$ cat config.mk
export PLATFORM = sky130hd
export DESIGN_NAME = mfpe_cfg
export DESIGN_NICKNAME = d
export VERILOG_FILES = /design/src/rtl/mono_framebuffer_pixel_engine_unit_macros.svh /design/src/rtl/mfpe_pkg.sv /design/src/rtl/mfpe_cfg.sv
export SDC_FILE = /design/constraint.sdc
export NUM_CORES = 1
export LEC_CHECK = 0
export BUFFER_PORTS_ARGS = -buffer_cell sky130_fd_sc_hd__clkbuf_2
export CORE_UTILIZATION = 44
export DETAILED_ROUTE_END_ITERATION = 8
export PLACE_DENSITY = 0.85
export RECOVER_POWER = 100
export SLEW_MARGIN = 20
export SYNTH_ARGS = -nofsm -noshare
export SYNTH_HDL_FRONTEND = slang
export SYNTH_SLANG_ARGS = --single-unit
$ cat constraint.sdc
create_clock -name clk_i -period 0.8 [get_ports clk_i]
set_input_delay 0.08 -clock clk_i [delete_from_list [all_inputs] [get_ports clk_i]]
set_output_delay 0.08 -clock clk_i [all_outputs]
set_load 0.02 [all_outputs]
$ cat src/rtl/mono_framebuffer_pixel_engine_unit_macros.svh
// Assertion macros used by the pixel engine sequencer.
`ifndef MONO_FRAMEBUFFER_PIXEL_ENGINE_UNIT_MACROS_SVH
`define MONO_FRAMEBUFFER_PIXEL_ENGINE_UNIT_MACROS_SVH

// The enclosing module must provide clk_i and rst_ni.
`define MFPE_ASSERT_IMP(name, ante, cons, msg) \
  name: assert property (@(posedge clk_i) disable iff (!rst_ni) (ante) |-> (cons)) \
    else $error(msg);

`define MFPE_ASSERT_NXT(name, ante, cons, msg) \
  name: assert property (@(posedge clk_i) disable iff (!rst_ni) (ante) |=> (cons)) \
    else $error(msg);

`endif

$ cat src/rtl/mfpe_pkg.sv
// Package with types, constants and codes of the pixel engine.
package mfpe_pkg;

  localparam int unsigned VRAM_BYTES_DEF = 32768;

  localparam int unsigned CFG_IDX_W = 3;
  localparam int unsigned CFG_DW    = 15;

  localparam int unsigned LIT_W   = 15;
  localparam int unsigned OFF_W   = 22;
  localparam int unsigned PROD_W  = 18;
  localparam int unsigned SPAN_W  = 18;
  localparam int unsigned ZST_W   = 19;
  localparam int unsigned STEP_W  = 11;
  localparam int unsigned ZCNT_W  = 16;

  localparam logic [LIT_W-1:0] LIT_MAX = 15'h7FFF;
  localparam logic [7:0]       PIX_MSB = 8'h80;

  localparam logic [14:0] RST_FPO        = 15'd0;
  localparam logic [7:0]  RST_STRIDE     = 8'd100;
  localparam logic [3:0]  RST_HEIGHT     = 4'd1;
  localparam logic [9:0]  RST_ROWS       = 10'd600;
  localparam logic [10:0] RST_WIDTH      = 11'd800;
  localparam logic [9:0]  RST_VIS_LINES  = 10'd600;

  typedef enum logic [1:0] {
    FN_SET    = 2'd0,
    FN_GET    = 2'd1,
    FN_SCROLL = 2'd2,
    FN_CLEAR  = 2'd3
  } func_e;

  typedef enum logic [CFG_IDX_W-1:0] {
    CFG_FPO       = 3'd0,
    CFG_STRIDE    = 3'd1,
    CFG_HEIGHT    = 3'd2,
    CFG_ROWS      = 3'd3,
    CFG_WIDTH     = 3'd4,
    CFG_VIS_LINES = 3'd5
  } cfg_idx_e;

  typedef struct packed {
    logic [14:0] fpo;
    logic [7:0]  stride;
    logic [3:0]  height;
    logic [9:0]  rows_scaled;
    logic [10:0] width;
    logic [9:0]  vis_lines;
  } cfg_t;

  typedef enum logic [3:0] {
    ST_INIT,
    ST_IDLE,
    ST_MUL,
    ST_ADDR,
    ST_READ,
    ST_WAIT,
    ST_PWR,
    ST_SPREP,
    ST_STEPGO,
    ST_ZERO,
    ST_STEP,
    ST_RESP
  } state_e;

endpackage

$ cat src/rtl/mfpe_cfg.sv
// Configuration register bank of the pixel engine.
module mfpe_cfg import mfpe_pkg::*; (
  input  logic                 clk_i,
  input  logic                 rst_ni,
  input  logic                 cfg_we_i,
  input  logic [CFG_IDX_W-1:0] cfg_idx_i,
  input  logic [CFG_DW-1:0]    cfg_wdata_i,
  output cfg_t                 cfg_o
);

  cfg_t cfg_q, cfg_d;

  always_comb begin
    cfg_d = cfg_q;
    if (cfg_we_i) begin
      case (cfg_idx_i)
        CFG_FPO:       cfg_d.fpo         = cfg_wdata_i[14:0];
        CFG_STRIDE:    cfg_d.stride      = cfg_wdata_i[7:0];
        CFG_HEIGHT:    cfg_d.height      = cfg_wdata_i[3:0];
        CFG_ROWS:      cfg_d.rows_scaled = cfg_wdata_i[9:0];
        CFG_WIDTH:     cfg_d.width       = cfg_wdata_i[10:0];
        CFG_VIS_LINES: cfg_d.vis_lines   = cfg_wdata_i[9:0];
        default:       cfg_d = cfg_q;
      endcase
    end
  end

  always_ff @(posedge clk_i or negedge rst_ni) begin
    if (!rst_ni) begin
      cfg_q.fpo         <= RST_FPO;
      cfg_q.stride      <= RST_STRIDE;
      cfg_q.height      <= RST_HEIGHT;
      cfg_q.rows_scaled <= RST_ROWS;
      cfg_q.width       <= RST_WIDTH;
      cfg_q.vis_lines   <= RST_VIS_LINES;
    end else begin
      cfg_q <= cfg_d;
    end
  end

  assign cfg_o = cfg_q;

endmodule

==> flow_metrics.env <==
export IMPL_outcome="complete, but fails checks"
export IMPL_violations="setup timing"
export IMPL_whs_path_depth=2
export IMPL_fin_crit_sh_pct=140
export IMPL_layout_cells_most_common="buf_6"
export IMPL_cp_slowest_cell="dfstp_2"
export IMPL_required_ns=0.72
export IMPL_hold_class="primary input to register"
export IMPL_gr_total_overflow=0
export IMPL_fmax_mhz=891
export IMPL_die_y_um=73.2
export IMPL_ys_seq_elements=58
export IMPL_irDropWorstVdd_v=0.00180
export IMPL_routed_wirelength_mm=7.86
export IMPL_htreeDepth=3
export IMPL_fill_cells=201
export IMPL_multiInputGateArea_um2=908
export IMPL_worstPathArrival_ns=1.04
export IMPL_cp_cell_sequence="buf_8"
export IMPL_die_area_um2=5360
export IMPL_place_gp_congestion=0.723
export IMPL_cts_buffers=9
export IMPL_min_from="cfg_wdata_i[6]"
export IMPL_fin_ws_ns=-0.322
export IMPL_setup_tns_ns=-16.03
export IMPL_grt_pass1_vias=1817
export IMPL_grt_pass1_wl_mm=9.70
export IMPL_startpoint_type="register"
export IMPL_cap_violations=0
export IMPL_root_buffer="clkbuf_8"
export IMPL_cts_tree="done"
export IMPL_hold_viol=0
export IMPL_synth_fp_nets=148
export IMPL_crit_type="register to output pin"
export IMPL_r2r_setup_slack_ns=-0.16
export IMPL_whs_endpoint="cfg_o[16]"
export IMPL_start_util_pct=46.4
export IMPL_seq_area_frac_synth_pct=65.8
export IMPL_drc_errors=0
export IMPL_diodes=0
export IMPL_first_pass_iters=4
export IMPL_synth_cell_types=8
export IMPL_path_buf_inv=1
export IMPL_timing_rr_end="cfg_o[31]"
export IMPL_core_area_um2=4820
export IMPL_place_inst=276
export IMPL_detail_route_antenna_nets=0
export IMPL_leakage_nw=1.95
export IMPL_final_cell_mix="54 x buf_6, 47 x mux2_4, 30 x dfrtp_1"
export IMPL_synthesis_area_um2=2230
export IMPL_ios=79
export IMPL_clk_latency_ns=0.35
export IMPL_end_kind="output pin"
export IMPL_rows=25
export IMPL_port_buffers=78
export IMPL_dp_hpwl_mm=3.37
export IMPL_syn_inst=127
export IMPL_cts_buffer_depth=2
export IMPL_die_w_um=73.2
export IMPL_seqCellArea_um2=1490
export IMPL_syn_to_final_growth_pct=84.7
export IMPL_tightest_slew_ns=0.460
export IMPL_post_route_min_period_ns=1.12
export IMPL_critPathTopFamily="flip-flops"
export IMPL_grt_start_max_net_pins=59
export IMPL_track_usage_pct=26.3
export IMPL_layout_cells_non_filler=332
export IMPL_clk_pin_slew_ns=0.08
export IMPL_clock_sinks=58
export IMPL_vias_per_cell=5.10
export IMPL_num_vias=1693
export IMPL_syn_mean_instance_area_um2=17.6
export IMPL_critPathMaxStageDelay_ns=0.57
export IMPL_ff2ff_path_depth=3
export IMPL_drv_slew=0
export IMPL_detail_route_wl_per_cell_um=23.7
export IMPL_p_per_area_nw_per_um2=2910
export IMPL_crit_fanout=2
export IMPL_drt_initial_drc_count=61
export IMPL_setup_viol=103
export IMPL_drive_above_1_share_pct=83.0
export IMPL_r2r_start="cfg_o[31]"
export IMPL_nets=281
export IMPL_rsz0062_at_grt="yes"
export IMPL_grt_antenna_before_repair=0
export IMPL_slew_headroom_pct=69.4
export IMPL_largest_reg_flops=58
export IMPL_yosysWarnings=0
export IMPL_fin_skew_ns=0
[cell usage after synthesis]
cell type	number	area, um2
buf_2	4	20.0
buf_6	1	11.3
dfrtp_1	43	1080
mux2_2	58	653
nor4b_4	1	23.8
nand4b_1	2	17.5
dfstp_2	15	394
and4bb_2	3	37.5
[worst reg2reg max path, stage by stage (launching register included)]
cell and delay (ns):
dfstp_2 0.40, buf_4 0.13, buf_6 0.10, mux2_4 0.26
[worst max-delay path by stage]
stage	startpoint	end	slack (ns)	depth (start not counted)
global placement	cfg_idx_i[1]	cfg_o[54]	-0.39	4
CTS	cfg_o[37]	cfg_o[37]	-0.32	1
detailed placement	cfg_idx_i[1]	cfg_o[54]	-0.42	4
finish	cfg_o[31]	cfg_o[31]	-0.32	1
global route	cfg_o[31]	cfg_o[31]	-0.37	1
floorplan	cfg_idx_i[1]	cfg_o[43]	-0.33	3
[kinds of logic after synthesis]
kind of cell / count (synthesis) / synth area share, %
buffers and inverters: 5 / 1.40
DFF: 58 / 65.8
muxes: 58 / 29.2
and+or+nand+nor: 6 / 3.53
[routing by layer]
metal  global-route usage, %  vias to the layer above  routed length, um
li1                        -                      723                  -
met1                    27.1                      873               2810
met2                    46.5                       75               4290
met3                    9.53                       22                475
met4                    13.9                        0                282
met5                       0                        -                  0
[report_power, final]
group / internal [mW] / switching [mW]
clock network: 1.83 / 1.24
registers: 3.73 / 0.660
logic: 2.83 / 1.72
[stage by stage]
| stage | area (um2) | hold slack, ns | power [mW] | setup WS [ns] | utilization, % |
|---|---|---|---|---|---|
| after detailed placement | 2930 | 0.110 | 6.78 | -0.416 | 60.8 |
| after global routing | 4120 | 0.0287 | 12.4 | -0.366 | 85.6 |
| final | 4120 | 0.0412 | 12.0 | -0.322 | 85.6 |
| after CTS | 3730 | 0.0229 | 10.8 | -0.323 | 77.5 |
| after floorplan | 2410 | -0.216 | 5.79 | -0.331 | - |
| after global placement | 2930 | 0.107 | 6.70 | -0.386 | 60.8 |
[layout make-up]
class | count | share of cell area, %
clock buffers | 11 | 3.43
clock inverters | 5 | 1.88
multi-input cells | 64 | 22.0
flip-flops and latches | 58 | 36.0
well taps | 67 | 2.03
repair buffers | 127 | 34.6
[repair_timing]
action,in CTS,in global routing
resized for setup,80,131
setup endpoints to repair,68,101
buffers inserted,21,10
endpoints found under the hold margin,54,0
hold buffers,7,0
pin swaps,1,2
gates cloned,1,1
Power figures use the tool's default switching activity.
