**src/rtl/mono_framebuffer_pixel_engine_unit_macros.svh**
```systemverilog
// Assertion macros used by the pixel engine sequencer.
`ifndef MONO_FRAMEBUFFER_PIXEL_ENGINE_UNIT_MACROS_SVH
`define MONO_FRAMEBUFFER_PIXEL_ENGINE_UNIT_MACROS_SVH

// The enclosing module must provide clk_i and rst_ni.
`define MFPE_ASSERT_IMP(name, ante, cons, msg) \
  name: assert property (@(posedge clk_i) disable iff (!rst_ni) (ante) |-> (cons)) \
    else $error(msg);

`define MFPE_ASSERT_NXT(name, ante, cons, msg) \
  name: assert property (@(posedge clk_i) disable iff (!rst_ni) (ante) |=> (cons)) \
    else $error(msg);

`endif

```
**src/rtl/mfpe_pkg.sv**
```systemverilog
// Package with types, constants and codes of the pixel engine.
package mfpe_pkg;

  localparam int unsigned VRAM_BYTES_DEF = 32768;

  localparam int unsigned CFG_IDX_W = 3;
  localparam int unsigned CFG_DW    = 15;

  localparam int unsigned LIT_W   = 15;
  localparam int unsigned OFF_W   = 22;
  localparam int unsigned PROD_W  = 18;
  localparam int unsigned SPAN_W  = 18;
  localparam int unsigned ZST_W   = 19;
  localparam int unsigned STEP_W  = 11;
  localparam int unsigned ZCNT_W  = 16;

  localparam logic [LIT_W-1:0] LIT_MAX = 15'h7FFF;
  localparam logic [7:0]       PIX_MSB = 8'h80;

  localparam logic [14:0] RST_FPO        = 15'd0;
  localparam logic [7:0]  RST_STRIDE     = 8'd100;
  localparam logic [3:0]  RST_HEIGHT     = 4'd1;
  localparam logic [9:0]  RST_ROWS       = 10'd600;
  localparam logic [10:0] RST_WIDTH      = 11'd800;
  localparam logic [9:0]  RST_VIS_LINES  = 10'd600;

  typedef enum logic [1:0] {
    FN_SET    = 2'd0,
    FN_GET    = 2'd1,
    FN_SCROLL = 2'd2,
    FN_CLEAR  = 2'd3
  } func_e;

  typedef enum logic [CFG_IDX_W-1:0] {
    CFG_FPO       = 3'd0,
    CFG_STRIDE    = 3'd1,
    CFG_HEIGHT    = 3'd2,
    CFG_ROWS      = 3'd3,
    CFG_WIDTH     = 3'd4,
    CFG_VIS_LINES = 3'd5
  } cfg_idx_e;

  typedef struct packed {
    logic [14:0] fpo;
    logic [7:0]  stride;
    logic [3:0]  height;
    logic [9:0]  rows_scaled;
    logic [10:0] width;
    logic [9:0]  vis_lines;
  } cfg_t;

  typedef enum logic [3:0] {
    ST_INIT,
    ST_IDLE,
    ST_MUL,
    ST_ADDR,
    ST_READ,
    ST_WAIT,
    ST_PWR,
    ST_SPREP,
    ST_STEPGO,
    ST_ZERO,
    ST_STEP,
    ST_RESP
  } state_e;

endpackage

```
**src/rtl/mfpe_if.sv**
```systemverilog
// Request and result channel interfaces of the pixel engine.
interface mfpe_req_if;
  logic              valid;
  logic              ready;
  logic [1:0]        func;
  logic [10:0]       pos_x;
  logic [9:0]        pos_y;
  logic              pixel_value;
  logic signed [7:0] scroll_rows;

  modport source (output valid, func, pos_x, pos_y, pixel_value, scroll_rows, input ready);
  modport sink (input valid, func, pos_x, pos_y, pixel_value, scroll_rows, output ready);
endinterface

interface mfpe_rsp_if;
  logic        valid;
  logic        ready;
  logic        pixel_read;
  logic [14:0] base_now;
  logic [14:0] lit_offset_now;

  modport source (output valid, pixel_read, base_now, lit_offset_now, input ready);
  modport sink (input valid, pixel_read, base_now, lit_offset_now, output ready);
endinterface

```
**src/rtl/mfpe_seq.sv**
```systemverilog
// Command sequencer: pixel reads and read-modify-writes, scroll and clear sweeps.
`include "mono_framebuffer_pixel_engine_unit_macros.svh"
module mfpe_seq import mfpe_pkg::*; #(
  parameter int unsigned VRAM_BYTES = VRAM_BYTES_DEF
) (
  input  logic                          clk_i,
  input  logic                          rst_ni,
  input  cfg_t                          cfg_i,
  mfpe_req_if.sink                      req_i,
  mfpe_rsp_if.source                    rsp_o,
  output logic                          mem_we_o,
  output logic [$clog2(VRAM_BYTES)-1:0] mem_addr_o,
  output logic [7:0]                    mem_wdata_o,
  input  logic [7:0]                    mem_rdata_i
);

  localparam int unsigned AW = $clog2(VRAM_BYTES);

  state_e             state_q, state_d;
  logic [AW-1:0]      base_q, base_d;
  logic [LIT_W-1:0]   lit_q, lit_d;
  logic [AW-1:0]      addr_q, addr_d;
  logic               rsp_valid_q, rsp_valid_d;

  func_e              op_q, op_d;
  logic [10:0]        x_q, x_d;
  logic [9:0]         y_q, y_d;
  logic               pix_q, pix_d;
  logic [7:0]         rows_q, rows_d;
  logic [PROD_W-1:0]  prod_q, prod_d;
  logic [OFF_W-1:0]   off_q, off_d;
  logic [7:0]         nb_q, nb_d;
  logic [3:0]         pcnt_q, pcnt_d;
  logic [STEP_W-1:0]  steps_q, steps_d;
  logic [SPAN_W-1:0]  span_q, span_d;
  logic [ZCNT_W-1:0]  zcnt_q, zcnt_d;
  logic               dir_up_q, dir_up_d;
  logic               pixel_q, pixel_d;
  logic               rsp_pixel_q, rsp_pixel_d;
  logic [14:0]        rsp_base_q, rsp_base_d;
  logic [LIT_W-1:0]   rsp_lit_q, rsp_lit_d;

  logic               req_fire;
  logic               in_range;
  logic               rsp_free;
  logic [7:0]         rows_mag;
  logic [11:0]        steps_full;
  logic [9:0]         last_line;
  logic [SPAN_W-1:0]  span_full;
  logic [OFF_W-1:0]   scaled;
  logic [OFF_W-1:0]   pix_off;
  logic [7:0]         pix_mask;
  logic [7:0]         new_byte;
  logic [LIT_W-1:0]   lit_cand;
  logic [AW-1:0]      stride_aw;
  logic [LIT_W:0]     lit_sum;
  logic [LIT_W-1:0]   lit_sat;
  logic [LIT_W-1:0]   lit_clamp;
  logic [ZCNT_W-1:0]  clear_cnt;
  logic [AW-1:0]      up_start;
  logic [AW-1:0]      down_start;
  logic [AW-1:0]      pix_addr;

  assign req_fire   = req_i.valid && req_i.ready;
  assign in_range   = (req_i.pos_y < cfg_i.rows_scaled) && (req_i.pos_x < cfg_i.width);
  assign rsp_free   = !rsp_valid_q || rsp_o.ready;
  assign rows_mag   = rows_q[7] ? (~rows_q + 8'd1) : rows_q;
  assign steps_full = 12'(rows_mag) * 12'(cfg_i.height);
  assign last_line  = cfg_i.vis_lines - 10'd1;
  assign span_full  = SPAN_W'(last_line) * SPAN_W'(cfg_i.stride);
  assign scaled     = OFF_W'(prod_q) * OFF_W'(cfg_i.height);
  assign pix_off    = OFF_W'(cfg_i.fpo) + scaled + OFF_W'(x_q[10:3]);
  assign pix_mask   = PIX_MSB >> x_q[2:0];
  assign new_byte   = pix_q ? (mem_rdata_i | pix_mask) : (mem_rdata_i & ~pix_mask);
  assign lit_cand   = (off_q > OFF_W'(LIT_MAX)) ? LIT_MAX : off_q[LIT_W-1:0];
  assign stride_aw  = AW'(cfg_i.stride);
  assign lit_sum    = {1'b0, lit_q} + (LIT_W+1)'(cfg_i.stride);
  assign lit_sat    = (lit_sum > (LIT_W+1)'(LIT_MAX)) ? LIT_MAX : lit_sum[LIT_W-1:0];
  assign lit_clamp  = ((span_q != '0) && (SPAN_W'(lit_sat) > (span_q - SPAN_W'(1))))
                      ? LIT_W'(span_q - SPAN_W'(1)) : lit_sat;
  assign clear_cnt  = (ZCNT_W'(lit_q) | ZCNT_W'(1)) + ZCNT_W'(1);
  assign up_start   = base_q + AW'(cfg_i.fpo);
  assign down_start = base_q + AW'(ZST_W'(cfg_i.fpo) + ZST_W'(span_q));
  assign pix_addr   = base_q + off_q[AW-1:0];

  always_comb begin
    state_d = state_q;
    case (state_q)
      ST_INIT: begin
        if (addr_q == {AW{1'b1}}) begin
          state_d = ST_IDLE;
        end
      end
      ST_IDLE: begin
        if (req_fire) begin
          case (req_i.func)
            FN_SET, FN_GET: state_d = in_range ? ST_MUL : ST_RESP;
            FN_SCROLL:      state_d = ST_SPREP;
            default:        state_d = ST_ZERO;
          endcase
        end
      end
      ST_MUL:  state_d = ST_ADDR;
      ST_ADDR: state_d = ST_READ;
      ST_READ: state_d = ST_WAIT;
      ST_WAIT: begin
        state_d = (op_q == FN_SET && cfg_i.height != 4'd0) ? ST_PWR : ST_RESP;
      end
      ST_PWR: begin
        if (pcnt_q == 4'd1) begin
          state_d = ST_RESP;
        end
      end
      ST_SPREP: state_d = ST_STEPGO;
      ST_STEPGO: begin
        if (steps_q == '0) begin
          state_d = ST_RESP;
        end else if (cfg_i.stride == 8'd0) begin
          state_d = ST_STEP;
        end else begin
          state_d = ST_ZERO;
        end
      end
      ST_ZERO: begin
        if (zcnt_q == ZCNT_W'(1)) begin
          state_d = (op_q == FN_CLEAR) ? ST_RESP : ST_STEP;
        end
      end
      ST_STEP: state_d = ST_STEPGO;
      ST_RESP: begin
        if (rsp_free) begin
          state_d = ST_IDLE;
        end
      end
      default: state_d = ST_IDLE;
    endcase
  end

  always_comb begin
    req_i.ready = 1'b0;
    mem_we_o    = 1'b0;
    mem_addr_o  = addr_q;
    mem_wdata_o = 8'h00;
    case (state_q)
      ST_IDLE: req_i.ready = 1'b1;
      ST_INIT, ST_ZERO: mem_we_o = 1'b1;
      ST_READ: mem_addr_o = pix_addr;
      ST_PWR: begin
        mem_we_o    = 1'b1;
        mem_wdata_o = nb_q;
      end
      default: mem_we_o = 1'b0;
    endcase
  end

  always_comb begin
    base_d      = base_q;
    lit_d       = lit_q;
    addr_d      = addr_q;
    rsp_valid_d = rsp_valid_q && !rsp_o.ready;
    op_d        = op_q;
    x_d         = x_q;
    y_d         = y_q;
    pix_d       = pix_q;
    rows_d      = rows_q;
    prod_d      = prod_q;
    off_d       = off_q;
    nb_d        = nb_q;
    pcnt_d      = pcnt_q;
    steps_d     = steps_q;
    span_d      = span_q;
    zcnt_d      = zcnt_q;
    dir_up_d    = dir_up_q;
    pixel_d     = pixel_q;
    rsp_pixel_d = rsp_pixel_q;
    rsp_base_d  = rsp_base_q;
    rsp_lit_d   = rsp_lit_q;
    case (state_q)
      ST_INIT: addr_d = addr_q + AW'(1);
      ST_IDLE: begin
        if (req_fire) begin
          op_d    = func_e'(req_i.func);
          x_d     = req_i.pos_x;
          y_d     = req_i.pos_y;
          pix_d   = req_i.pixel_value;
          rows_d  = req_i.scroll_rows;
          pixel_d = 1'b0;
          zcnt_d  = clear_cnt;
          addr_d  = base_q;
        end
      end
      ST_MUL:  prod_d = PROD_W'(y_q) * PROD_W'(cfg_i.stride);
      ST_ADDR: off_d = pix_off;
      ST_WAIT: begin
        if (op_q == FN_GET) begin
          pixel_d = |(mem_rdata_i & pix_mask);
        end
        nb_d   = new_byte;
        pcnt_d = cfg_i.height;
        addr_d = pix_addr;
      end
      ST_PWR: begin
        addr_d = addr_q + stride_aw;
        off_d  = off_q + OFF_W'(cfg_i.stride);
        pcnt_d = pcnt_q - 4'd1;
        if (nb_q != 8'h00 && lit_cand > lit_q) begin
          lit_d = lit_cand;
        end
      end
      ST_SPREP: begin
        steps_d  = STEP_W'(steps_full);
        span_d   = span_full;
        dir_up_d = !rows_q[7];
      end
      ST_STEPGO: begin
        zcnt_d = ZCNT_W'(cfg_i.stride);
        addr_d = dir_up_q ? up_start : down_start;
      end
      ST_ZERO: begin
        addr_d = addr_q + AW'(1);
        zcnt_d = zcnt_q - ZCNT_W'(1);
        if (zcnt_q == ZCNT_W'(1) && op_q == FN_CLEAR) begin
          lit_d = '0;
        end
      end
      ST_STEP: begin
        steps_d = steps_q - STEP_W'(1);
        if (dir_up_q) begin
          base_d = base_q + stride_aw;
          if (lit_q >= LIT_W'(cfg_i.stride)) begin
            lit_d = lit_q - LIT_W'(cfg_i.stride);
          end
        end else begin
          base_d = base_q - stride_aw;
          lit_d  = lit_clamp;
        end
      end
      ST_RESP: begin
        if (rsp_free) begin
          rsp_valid_d = 1'b1;
          rsp_pixel_d = pixel_q;
          rsp_base_d  = 15'(base_q);
          rsp_lit_d   = lit_q;
        end
      end
      default: addr_d = addr_q;
    endcase
  end

  always_ff @(posedge clk_i or negedge rst_ni) begin
    if (!rst_ni) begin
      state_q     <= ST_INIT;
      base_q      <= '0;
      lit_q       <= '0;
      addr_q      <= '0;
      rsp_valid_q <= 1'b0;
    end else begin
      state_q     <= state_d;
      base_q      <= base_d;
      lit_q       <= lit_d;
      addr_q      <= addr_d;
      rsp_valid_q <= rsp_valid_d;
    end
  end

  always_ff @(posedge clk_i) begin
    op_q        <= op_d;
    x_q         <= x_d;
    y_q         <= y_d;
    pix_q       <= pix_d;
    rows_q      <= rows_d;
    prod_q      <= prod_d;
    off_q       <= off_d;
    nb_q        <= nb_d;
    pcnt_q      <= pcnt_d;
    steps_q     <= steps_d;
    span_q      <= span_d;
    zcnt_q      <= zcnt_d;
    dir_up_q    <= dir_up_d;
    pixel_q     <= pixel_d;
    rsp_pixel_q <= rsp_pixel_d;
    rsp_base_q  <= rsp_base_d;
    rsp_lit_q   <= rsp_lit_d;
  end

  assign rsp_o.valid          = rsp_valid_q;
  assign rsp_o.pixel_read     = rsp_pixel_q;
  assign rsp_o.base_now       = rsp_base_q;
  assign rsp_o.lit_offset_now = rsp_lit_q;

  `MFPE_ASSERT_IMP(a_init_blocks_req, state_q == ST_INIT, !req_i.ready, "request taken during memory clearing")
  `MFPE_ASSERT_IMP(a_we_only_in_write_states, mem_we_o, (state_q == ST_INIT || state_q == ST_ZERO || state_q == ST_PWR), "memory write outside a write state")
  `MFPE_ASSERT_IMP(a_sweep_writes_zero, mem_we_o && state_q != ST_PWR, mem_wdata_o == 8'h00, "sweep writes nonzero data")
  `MFPE_ASSERT_NXT(a_req_leaves_idle, req_fire, state_q != ST_IDLE, "accepted request did not start work")
  `MFPE_ASSERT_IMP(a_clear_resets_lit, state_q == ST_RESP && op_q == FN_CLEAR, lit_q == '0, "clear left a lit offset")

endmodule

```
**src/flat_wrapper.sv**
```systemverilog
// flat-port wrapper written by rule: the top's interface ports become plain ports
module mfpe_seq_flat import mfpe_pkg::*;
#(
  parameter int unsigned VRAM_BYTES = VRAM_BYTES_DEF
)
  (clk_i, rst_ni, cfg_i, mem_we_o, mem_addr_o, mem_wdata_o, mem_rdata_i, req_i_valid, req_i_func, req_i_pos_x, req_i_pos_y, req_i_pixel_value, req_i_scroll_rows, req_i_ready, rsp_o_valid, rsp_o_pixel_read, rsp_o_base_now, rsp_o_lit_offset_now, rsp_o_ready);
  mfpe_req_if req_i_i ();
  mfpe_rsp_if rsp_o_i ();
  input  logic clk_i;
  input  logic rst_ni;
  input  cfg_t cfg_i;
  output logic mem_we_o;
  output logic [$clog2(VRAM_BYTES)-1:0] mem_addr_o;
  output logic [7:0] mem_wdata_o;
  input  logic [7:0] mem_rdata_i;
  input wire logic [$bits(req_i_i.valid)-1:0] req_i_valid;
  input wire logic [$bits(req_i_i.func)-1:0] req_i_func;
  input wire logic [$bits(req_i_i.pos_x)-1:0] req_i_pos_x;
  input wire logic [$bits(req_i_i.pos_y)-1:0] req_i_pos_y;
  input wire logic [$bits(req_i_i.pixel_value)-1:0] req_i_pixel_value;
  input wire logic [$bits(req_i_i.scroll_rows)-1:0] req_i_scroll_rows;
  output wire logic [$bits(req_i_i.ready)-1:0] req_i_ready;
  output wire logic [$bits(rsp_o_i.valid)-1:0] rsp_o_valid;
  output wire logic [$bits(rsp_o_i.pixel_read)-1:0] rsp_o_pixel_read;
  output wire logic [$bits(rsp_o_i.base_now)-1:0] rsp_o_base_now;
  output wire logic [$bits(rsp_o_i.lit_offset_now)-1:0] rsp_o_lit_offset_now;
  input wire logic [$bits(rsp_o_i.ready)-1:0] rsp_o_ready;
  assign req_i_i.valid = req_i_valid;
  assign req_i_i.func = req_i_func;
  assign req_i_i.pos_x = req_i_pos_x;
  assign req_i_i.pos_y = req_i_pos_y;
  assign req_i_i.pixel_value = req_i_pixel_value;
  assign req_i_i.scroll_rows = req_i_scroll_rows;
  assign req_i_ready = req_i_i.ready;
  assign rsp_o_valid = rsp_o_i.valid;
  assign rsp_o_pixel_read = rsp_o_i.pixel_read;
  assign rsp_o_base_now = rsp_o_i.base_now;
  assign rsp_o_lit_offset_now = rsp_o_i.lit_offset_now;
  assign rsp_o_i.ready = rsp_o_ready;
  mfpe_seq #(.VRAM_BYTES(VRAM_BYTES)) u_core (.clk_i(clk_i), .rst_ni(rst_ni), .cfg_i(cfg_i), .req_i(req_i_i), .rsp_o(rsp_o_i), .mem_we_o(mem_we_o), .mem_addr_o(mem_addr_o), .mem_wdata_o(mem_wdata_o), .mem_rdata_i(mem_rdata_i));
endmodule
```
**config.mk**
```make
export PLATFORM = sky130hd
export DESIGN_NAME = mfpe_seq_flat
export DESIGN_NICKNAME = d
export VERILOG_FILES = /design/src/rtl/mfpe_pkg.sv /design/src/rtl/mfpe_if.sv /design/src/rtl/mfpe_seq.sv /design/src/flat_wrapper.sv
export VERILOG_INCLUDE_DIRS = /design/src /design/src/rtl
export SDC_FILE = /design/constraint.sdc
export NUM_CORES = 1
export LEC_CHECK = 0
export BUFFER_PORTS_ARGS = -buffer_cell sky130_fd_sc_hd__clkbuf_2
export CORE_ASPECT_RATIO = 0.8
export CORE_UTILIZATION = 40
export DETAILED_ROUTE_END_ITERATION = 8
export GPL_ROUTABILITY_DRIVEN = 0
export MAX_ROUTING_LAYER = met4
export PLACE_DENSITY_LB_ADDON = 0.15
export REMOVE_ABC_BUFFERS = 1
export SLEW_MARGIN = 5
export SYNTH_ARGS = -nofsm -noshare
export SYNTH_HDL_FRONTEND = slang
export SYNTH_SLANG_ARGS = --single-unit
```
**constraint.sdc**
```tcl
create_clock -name clk_i -period 10.72 [get_ports clk_i]
set_input_delay 0.536 -clock clk_i [delete_from_list [all_inputs] [get_ports clk_i]]
set_output_delay 0.536 -clock clk_i [all_outputs]
set_load 0.005 [all_outputs]
```
==> qor.csv <==
metric,value,unit
Mapped Cells,2770,
overall die height,225,um
"Avg Cell Area, Syn",9.00,sq um
vias in the first global route,20500,
Yosys top cell area share,19.5,%
GRT busiest layer,met1,
crit-path max cell delay,580,ps
clk buf depth,3,
endpoints failing hold,0,
Slowest cell on crit path,a221o_1,
vias,21000,
final setup fails,0,
"EDFF count, synth",162,
Synth area leader,edfxtp_1,
Worst Setup End Kind,flop,
Synth warnings,0,
worst path arrival time,6300,ps
final worst path period share,54.4,%
first-pass GRT wire length,120000,um
Initial Util,40.6,%
CP startpoint kind,primary input,
I/O pins,159,
n_diodes,0,
CP Cell Sequence,clkbuf_2 > inv_1 > ha_1 > nor2b_1 > o311a_1 > o211ai_1 > a211o_1 > o21ai_0 > ha_1 > and3_1 > a221oi_1 > o2111ai_1 > a221o_1 > a211o_1 > a31o_1 > o2111ai_1 > a21bo_1,
GR Layer Usage met1,37.4,%
Post-CTS Setup Repair Bufs,0,
Detail Placement HPWL,62000,um
R2R setup slack,5210,ps
final slew viol count,0,
core area,0.0614,sq mm
Netlist cell types,85,
hold_buf cts,0,
Die W,281,um
register area,0.00612,sq mm
Async SR Flop Fraction,23.6,%
setup ws final,4890,ps
Worst Hold Class,primary input to asynchronous set/reset pin,
Worst slew margin,19.8,%
met2 Use GR,35.2,%
Psw,0.00404,W
row cnt,81,
part of the power in registers,20.8,%
Comb power frac,66.6,%
# DRC,0,
Synth area leaders,"edfxtp_1, fa_1, ha_1",
RSZ-0062 raised after global routing,false,
H-tree levels,1,
"flops & latches, synth",212,
1st-iter DRT viols,1931,
Area Overhead vs Synth,11.1,%
internal power,0.00432,W
PwrDens,302,mW/mm^2
CTS tree,built,
Max VDD drop,0.156,mV
initial antenna violation count,0,
nets@finish,3463,
P_leak,12.4,nW
CTS Sinks,212,
Via density,5.59,
wire length per cell,20.7,um
first-pass detailed-route iteration total,5,
gr usage total,25.4,%
min Tclk post-route,5830,ps
area occupied by multi-input gates,0.0175,sq mm
CP required,11190,ps
PostCTS Resize Cnt,0,
status,"complete, no violations",
Die ar.,0.0634,sq mm
clk_skew,15.9,ps
Crit Path Category,primary input to flop,
cts bufs inserted,28,
Net Sw Frac,48.3,%
GR Util met3,5.35,%
Post-Syn Area,0.0249,sq mm
CP Max Fanout,24,
Clock Tree Root,clkbuf_16,
DP Worst Slack,4430,ps
sequential area share after synthesis,24.5,%
Detailed Route WL,77800,um
Worst-path clk slew,60,ps
ANT nets after route,0,
total grt overflow,0,
clk_lat worst skew,590,ps
ys flop type,edfxtp_1,
PortBufs,158,
Slew @ Worst Pin,1200,ps
maxcap violations,0,
max frequency,0.171,GHz
share of layout cells above drive strength 1,10.4,%
largest net degree at the start of global routing,51,
Setup TNS,0,ps
clock group share of total power,12.5,%
Filler Cell Count,6076,
[sequential cells by signal, indices dropped and copies added (netlist names)]
register / count
u_core.off_q: 22
u_core.prod_q: 18
u_core.span_q: 18
u_core.zcnt_q: 16
u_core.addr_q: 15
u_core.base_q: 15
u_core.lit_q: 15
u_core.rsp_o.base_now: 15
u_core.rsp_o.lit_offset_now: 15
u_core.steps_q: 11
u_core.x_q: 11
u_core.y_q: 10
u_core.nb_q: 8
u_core.rows_q: 8
u_core.pcnt_q: 4
u_core.state_q: 4
u_core.op_q: 2
u_core.dir_up_q: 1
u_core.pix_q: 1
u_core.pixel_q: 1
u_core.rsp_o.pixel_read: 1
u_core.rsp_o.valid: 1
[cells by family (layout without fill, tap and decap cells)]
logic type | Yosys count | count (layout) | share of synthesized area, %
compound gates | 566 | 566 | 14.6
xor+xnor | 213 | 213 | 7.48
fa+ha+maj | 459 | 459 | 28.6
buf+inv | 368 | 522 | 5.62
flops | 212 | 212 | 24.5
mux | 38 | 38 | 1.66
simple gates | 914 | 914 | 17.5
[metal layers]
| layer | vias to the layer above | wire, um |
|---|---|---|
| li1 | 9896 | - |
| met1 | 10300 | 38000 |
| met2 | 733 | 31400 |
| met3 | 109 | 6460 |
| met4 | 0 | 1850 |
| met5 | - | 0 |
[synth_stat cells, drive strengths merged (33+ instances only)]
cell and n:
edfxtp 162, inv 280, nand3 71, a21oi 146
clkbuf 68, a21o 44, a31oi 33, o21ai 133
xor2 78, dfrtp 50, nor3 69, ha 274
xnor2 135, nor2 186, nand2 323, and2 112
fa 185
[path summary, 6_finish.rpt]
path / from / endpoint / cells after the start
worst max-delay path: cfg_i[36] / u_core.lit_q[8]$_DFFE_PN0P_ / 17
worst min-delay path: rst_ni / u_core.addr_q[14]$_DFFE_PN0P_ / 2
worst max register to register: u_core.lit_q[1]$_DFFE_PN0P_ / u_core.lit_q[8]$_DFFE_PN0P_ / 15
worst min register to register: u_core.pixel_q$_SDFFCE_PN0P_ / u_core.rsp_o.pixel_read$_DFFE_PP_ / 0
max in group asynchronous: rst_ni / u_core.state_q[2]$_DFFE_PN0P_ / 2
min in group clk_i: req_i_scroll_rows[2] / u_core.rows_q[2]$_DFFE_PP_ / 1
[critical path: cells and delay by family]
family / cells / cell delay (ps)
AOI/OAI and AO/OA: 11 / 3760
adders and majority gates: 2 / 800
buffers and inverters: 2 / 910
and+or+nand+nor: 2 / 290
[power groups by stage]
stage	clock, W	sequential, W	combinational, W
3_3_place_gp	0	0.00174	0.00541
4_1_cts	0.00107	0.00173	0.00553
3_5_place_dp	0	0.00174	0.00549
6_report	0.00105	0.00174	0.00557
2_1_floorplan	0	0.00158	0.00418
5_1_grt	0.00109	0.00177	0.00628
[metrics by stage]
stage / hold WS [ps] / instances / util, % / power, W / cell area (sq um)
6_report: 118 / 3754 / 45.1 / 0.00837 / 27700
5_1_grt: 109 / 3754 / 45.1 / 0.00913 / 27700
4_1_cts: 88.1 / 3754 / 45.1 / 0.00833 / 27700
3_5_place_dp: 412 / 3702 / 43.4 / 0.00723 / 26700
3_3_place_gp: 402 / 3702 / 43.4 / 0.00715 / 26700
2_1_floorplan: 240 / 2687 / - / 0.00575 / 24600
[layout make-up]
class                   count  area share, %
clock buffers              31           2.61
well taps                 830           3.75
multi-input cells        2190           63.1
flip-flops and latches    212           22.1
repair buffers            185           3.59
clock inverters            21           1.05
inverters                 285           3.86
[layout by cell type, fill, tap and decap left out, types with 7 or more instances in the layout]
cell / instances
nand2_1: 321
inv_1: 280
ha_1: 274
nor2_1: 185
fa_1: 185
edfxtp_1: 162
clkbuf_2: 158
a21oi_1: 146
xnor2_1: 135
o21ai_0: 131
and2_1: 112
xor2_1: 78
nand3_1: 71
nor3_1: 66
dfrtp_1: 50
a21o_1: 44
a31oi_1: 33
a211oi_1: 32
clkbuf_16: 28
buf_4: 27
mux2_2: 26
nand2b_1: 24
o211ai_1: 24
and3_1: 21
nor2b_1: 20
or2_2: 20
o22ai_1: 19
or3_1: 18
o21a_1: 15
nor4_1: 15
o21bai_1: 14
o31ai_1: 13
mux2i_1: 12
nand4_1: 11
a211o_1: 8
a221oi_1: 8
o41ai_1: 7
Power figures use the tool's default switching activity.
